==> src/rtl/core/hrsv_pkg.sv <==
// ----------------------------------------------------------------------------
// hrsv_pkg
// Shared types and constants for the hashed read seed verify unit.
// ----------------------------------------------------------------------------
package hrsv_pkg;

  localparam int HASH_BITS       = 16;
  localparam int CANDIDATE_DEPTH = 65536;
  localparam int REFERENCE_WORDS = 65536;
  localparam int BKT_DEPTH       = 65536;

  localparam int BKT_AW  = $clog2(BKT_DEPTH);
  localparam int CAND_AW = $clog2(CANDIDATE_DEPTH);
  localparam int REF_AW  = $clog2(REFERENCE_WORDS);
  localparam int IDX_W   = 17;

  // Five reference words cover three full words plus the tail byte at any offset.
  localparam int REF_SPAN = 5;
  localparam int K_W      = $clog2(REF_SPAN + 1);

  localparam logic [1:0] CMD_WR_BUCKET = 2'd0;
  localparam logic [1:0] CMD_WR_CAND   = 2'd1;
  localparam logic [1:0] CMD_WR_REF    = 2'd2;
  localparam logic [1:0] CMD_ALIGN     = 2'd3;

  typedef struct packed {
    logic [1:0]  command;
    logic [15:0] address;
    logic [63:0] write_data;
    logic [63:0] read_word0;
    logic [63:0] read_word1;
    logic [63:0] read_word2;
    logic [7:0]  read_tail;
  } in_item_t;

  typedef struct packed {
    logic        found;
    logic [31:0] position;
    logic [31:0] occurrence_count;
  } out_item_t;

  typedef struct packed {
    logic           bkt_hi;
    logic           ld_start;
    logic           ld_end;
    logic           inc_idx;
    logic           ld_entry;
    logic           ref_issue;
    logic [K_W-1:0] ref_k;
    logic           set_hit;
    logic           out_load;
  } hrsv_cmd_t;

  typedef struct packed {
    logic in_align;
    logic idx_lt_end;
    logic ref_ok;
    logic ref_bad;
  } hrsv_sts_t;

endpackage

==> src/rtl/core/hrsv_ctrl.sv <==
// ----------------------------------------------------------------------------
// hrsv_ctrl
// Controller: sequences bucket lookup, candidate walk, reference reads and
// the result transfer.
// ----------------------------------------------------------------------------
module hrsv_ctrl (
  input  logic                clk,
  input  logic                rst_n,
  input  logic                in_accept,
  input  hrsv_pkg::hrsv_sts_t sts,
  input  logic                out_stall,
  output logic                in_stall,
  output logic                out_valid,
  output hrsv_pkg::hrsv_cmd_t cmd
);
  import hrsv_pkg::*;

  localparam logic [3:0] S_IDLE   = 4'd0;
  localparam logic [3:0] S_BKT_S  = 4'd1;
  localparam logic [3:0] S_BKT_E  = 4'd2;
  localparam logic [3:0] S_BKT_W  = 4'd3;
  localparam logic [3:0] S_NEXT   = 4'd4;
  localparam logic [3:0] S_CAND   = 4'd5;
  localparam logic [3:0] S_CAND_W = 4'd6;
  localparam logic [3:0] S_REF    = 4'd7;
  localparam logic [3:0] S_RES    = 4'd8;

  logic [3:0]     state_r, state_nxt;
  logic [K_W-1:0] k_r, k_nxt;
  logic           out_valid_r, out_valid_nxt;
  logic           out_free;

  assign out_free = !out_valid_r || !out_stall;

  always_comb begin
    state_nxt     = state_r;
    k_nxt         = k_r;
    cmd           = '0;
    cmd.ref_k     = k_r;
    case (state_r)
      S_IDLE: begin
        if (in_accept && sts.in_align) begin
          state_nxt = S_BKT_S;
        end
      end
      S_BKT_S: begin
        state_nxt = S_BKT_E;
      end
      S_BKT_E: begin
        cmd.bkt_hi   = 1'b1;
        cmd.ld_start = 1'b1;
        state_nxt    = S_BKT_W;
      end
      S_BKT_W: begin
        cmd.ld_end = 1'b1;
        state_nxt  = S_NEXT;
      end
      S_NEXT: begin
        state_nxt = sts.idx_lt_end ? S_CAND : S_RES;
      end
      S_CAND: begin
        state_nxt = S_CAND_W;
      end
      S_CAND_W: begin
        cmd.ld_entry = 1'b1;
        k_nxt        = '0;
        state_nxt    = S_REF;
      end
      S_REF: begin
        if (k_r < K_W'(REF_SPAN)) begin
          cmd.ref_issue = 1'b1;
          k_nxt         = k_r + K_W'(1);
        end
        if (sts.ref_bad) begin
          cmd.inc_idx = 1'b1;
          state_nxt   = S_NEXT;
        end else if (sts.ref_ok) begin
          cmd.set_hit = 1'b1;
          state_nxt   = S_RES;
        end
      end
      S_RES: begin
        if (out_free) begin
          cmd.out_load = 1'b1;
          state_nxt    = S_IDLE;
        end
      end
      default: begin
        state_nxt = S_IDLE;
      end
    endcase
  end

  always_comb begin
    if (cmd.out_load) begin
      out_valid_nxt = 1'b1;
    end else if (out_valid_r && !out_stall) begin
      out_valid_nxt = 1'b0;
    end else begin
      out_valid_nxt = out_valid_r;
    end
  end

  always_ff @(posedge clk) begin
    if (!rst_n) begin
      state_r     <= S_IDLE;
      k_r         <= '0;
      out_valid_r <= 1'b0;
    end else begin
      state_r     <= state_nxt;
      k_r         <= k_nxt;
      out_valid_r <= out_valid_nxt;
    end
  end

  assign in_stall  = (state_r != S_IDLE);
  assign out_valid = out_valid_r;

endmodule

==> config.mk <==
export PLATFORM = sky130hd
export DESIGN_NAME = hrsv_ctrl
export DESIGN_NICKNAME = d
export VERILOG_FILES = /design/src/rtl/core/hrsv_pkg.sv /design/src/rtl/core/hrsv_ctrl.sv
export SDC_FILE = /design/constraint.sdc
export NUM_CORES = 1
export LEC_CHECK = 0
export BUFFER_PORTS_ARGS = -buffer_cell sky130_fd_sc_hd__buf_2
export CORE_MARGIN = 2
export CORE_UTILIZATION = 45
export DETAILED_ROUTE_END_ITERATION = 8
export PLACE_DENSITY = 0.82
export SLEW_MARGIN = 20
export SYNTH_ARGS = -nofsm -noshare
export SYNTH_HDL_FRONTEND = slang
export SYNTH_SLANG_ARGS = --single-unit
==> constraint.sdc <==
create_clock -name clk -period 2.7 [get_ports clk]
set_input_delay 0.27 -clock clk [delete_from_list [all_inputs] [get_ports clk]]
set_output_delay 0.27 -clock clk [all_outputs]
set_load 0.005 [all_outputs]
# [After elaboration in Yosys (flattened, before gate mapping)]
# Index checks and enable logic that the tools add are counted.
[word_totals] register_bits=8 word_cells=50 inputBits=8 out_inout_bits=13
[op_classes] reduce_logical=11 addsub=1 n_mux=22 n_lt_le_gt_ge=1 eq_ne=12
[op_table] operator="one-hot mux 4 bit (9 select lines)" n=1
[op_table] operator="2-to-1 mux 4 bit" n=5
[op_table] operator="equality test 4 x 3 -> 1 bit, second input constant" n=4
[op_table] operator="2-to-1 mux 1 bit" n=13
[op_table] operator="equality test 4 x 2 -> 1 bit, second input constant" n=2
[op_table] operator="inequality test 2 bit, second input constant" n=3
[op_table] operator="one-hot mux 3 bit (2 select lines)" n=1
[op_table] operator="equality test 4 x 1 -> 1 bit, second input constant" n=1
[op_table] operator="equality test 4 bit, second input constant" n=1
[op_table] operator="zero test 4 bit" n=1
[op_table] operator="nonzero test 2 bit" n=2
[op_table] operator="nonzero test 4 bit" n=1
[op_table] operator="adder 3 x 1 -> 3 bit, second input constant" n=1
[op_table] operator="< comparator 3 bit, second input constant" n=1
[op_table] operator="2-to-1 mux 3 bit" n=1
[op_table] operator="inequality test 3 bit, second input constant" n=1
[op_table] operator="AND reduction 3 bit" n=1
[op_table] operator="logical AND 1 bit" n=2
[op_table] operator="zero test 1 bit" n=2
[op_table] operator="2-to-1 mux 2 bit" n=1
[op_table] operator="AND reduction 2 bit" n=1
[op_table] operator="logical OR 1 bit" n=1

# [Logic depth before layout (Yosys ltp)]
[depth] ltp_word=5 mapped_depth=4 ltp_nobuf=4

# [Least setup slack after synthesis]
# No wires, ideal clock.
[synth_timing] path_type="register to output" start="register state_r[2]" end="output cmd[0] (netlist name)" path_stages_with_launch=5 slack_ns=1.276 arrival_time_ns=1.154 cell_sequence="dfxtp_1 > buf_6 > or4b_4 > a21oi_1 > buf_4"
[synth_rtl] element="start: declaration" line_no="hrsv_ctrl.sv:28" rtl="logic [3:0] state_r, state_nxt;"
[synth_rtl] element="start signal: assignment" line_no="hrsv_ctrl.sv:110" rtl="state_r <= state_nxt;"
[synth_rtl] element="end: declaration" line_no="hrsv_ctrl.sv:14" rtl="output hrsv_pkg::hrsv_cmd_t cmd"

==> impl_metrics.ini <==
[worst_setup_path]
cp-startpoint = state_r[1]
crit_path_max_fanout = 15
path_class = reg -> out
required_ps = 2430
r2r-end = k_r[0]
regToRegStartpoint = state_r[1]
start_kind = flip-flop
cp.arrival_ps = 1570
critical_path.endpoint = cmd[0]
r2r_slack_ps = 1230
end_kind = output port
r2r_cells = 3

[clock_network]
ctsHoldBuffers = 0
numCtsBuffers = 3
htreeDepth = 1
cts.sinks = 8
clock-root-buffer = clkbuf_4
clkLatencyLatePin_ps = 260
cts_tree = yes
clk_pin_slew_ps = 50
postCtsSetupBuffers = 0
ctsResizeCount = 0
ctsLongestPathBuffers = 2

[cells_and_area]
post-route-cell-area_um2 = 669
diodes = 0
fillers = 116
layout_common_cells = 20 x buf_2, 8 x dfxtp_1, 5 x inv_1, 5 x nor2_1, 5 x o21a_1
layout-drive-gt1-share = 0.358
nets = 92
instances_no_fill = 96
mostFrequentLayoutCell = buf_2
area_growth_pct = 13.8

[detailed_routing]
viasPerCell = 5.46
vias = 524
drc = 0
drt_iter0_markers = 8
wl_um = 1090
drt-pass1-iter-count = 4
wire_per_inst_um = 11.3
final_antenna_net_count = 0

[sta]
worst_pin_slew_ps = 544
hold_violations = 0
finalSetupViolCount = 0
fmax_mhz = 545
rsz0062_at_grt = no
finalCritPeriodShare = 0.680
fin_worst_skew_ps = 7.34
relSlewSlack = 0.637
hold_slack_ps = 306
tns_ps = 0
fin_crit_ps = 1840
slew_viol_final = 0

[global_route]
overflow = 0
first_global_vias = 380
antenna_found_initial = 0
grt_pass1_wl_um = 1650
track_usage = 0.168
grt_max_degree = 16

[floorplan]
io_pins = 21
die_area_um2 = 1610
core-area_um2 = 1250
rows = 13
die_width_um = 40.2
die_h_um = 40.2
initial_core_util = 0.470

[yosys]
ys_types = 33
synth-async-reset-ratio = 0
yosys.area.top_type = dfxtp_1
synth_edf_count = 0
synth_ff_type = dfxtp_1
synth_top_area_share = 0.272
syn_avg_cell_area_um2 = 9.19
ys_top_cells_by_area = dfxtp_1 27%, buf_6 7.7%, o21a_1 6.4%
synth_seq_cells = 8
netlist_instances = 64
ys_seq_area_frac = 0.272
syn_area_um2 = 588
yosys_warnings = 0
syn_nets = 73

[power]
swShare = 0.310
seq_power_share = 0.489
p_int_mw = 0.222
power.share.clock = 0.286
finalPower_mw = 0.322
p_sw_mw = 0.0999
power_density_nw_per_um2 = 481
power_frac_comb = 0.224
vdd_ir_drop_max_uv = 270
p_leak_nw = 0.316

[job]
cap_violations = 0

[run_status]
status = finished, final reports clean

[placed_design]
numPortBuffers = 20
place_inst = 93
dp_hpwl_um = 821
gp_congestion = 0.786
place_area_um2 = 647

[min_path]
hold_class = in -> reg
-- flip-flops by register name, indices dropped and copies added (netlist names) --
register / cells
out_valid: 1
k_r: 3
state_r: 4
-- per-layer routing --
layer / share of wire / global-route usage
met1: 0.46 / 0.193
met2: 0.45 / 0.234
met3: 0.056 / 0.0833
met4: 0.028 / 0.129
met5: 0 / 0
-- Yosys cell counts (2+ instances only) --
| master | count |
|---|---|
| buf_6 | 4 |
| o21a_1 | 5 |
| or3_1 | 3 |
| a2111oi_2 | 2 |
| buf_4 | 2 |
| nand2_1 | 3 |
| nor2_1 | 5 |
| inv_1 | 5 |
| a21oi_1 | 3 |
| dfxtp_1 | 8 |
| a21boi_0 | 2 |
-- kinds of logic after synthesis --
kind of cell	after synthesis	synth area share
AOI/OAI and AO/OA	19	0.257
xor gates and xnor gates	1	0.0149
adders and majority gates	1	0.0213
buffers and inverters	11	0.134
DFF	8	0.272
and+or+nand+nor	24	0.300
-- power groups by stage --
stage	Clock, mW	Sequential, mW	Combinational, mW
4_1_cts	0.0973	0.157	0.0735
6_report	0.0922	0.158	0.0723
5_1_grt	0.105	0.161	0.0826
2_1_floorplan	0	0.140	0.0847
3_5_place_dp	0	0.160	0.0732
3_3_place_gp	0	0.159	0.0724
-- worst max-delay path, stage by stage (launching register included) --
cell and delay [ps]:
dfxtp_1 470, or4b_4 590, a21oi_1 120, buf_2 120
-- through the flow --
stage / setup slack (ps) / util
6_report: 865 / 0.534
5_1_grt: 718 / 0.534
4_1_cts: 851 / 0.534
3_5_place_dp: 1140 / 0.516
3_3_place_gp: 1160 / 0.516
2_1_floorplan: 1280 / -
-- how the worst min path moves through the flow --
| stage | endpoint | slack [ps] | cells after the start | start |
|---|---|---|---|---|
| after global routing | state_r[0] | 310 | 2 | rst_n |
| after global placement | out_valid | 490 | 2 | out_valid |
| after detailed placement | out_valid | 500 | 2 | out_valid |
| final | out_valid | 310 | 3 | out_stall |
| after floorplan | state_r[2] | 390 | 1 | rst_n |
| after CTS | out_valid | 300 | 3 | out_stall |
-- cell type report --
class	count	area [um2]	area share
multi-input cells	45	349	0.521
flip-flops and latches	8	160	0.239
repair buffers	20	100	0.150
clock buffers	3	22.5	0.0336
inverters	5	18.8	0.0280
well taps	15	18.8	0.0280
Power figures use the tool's default switching activity.
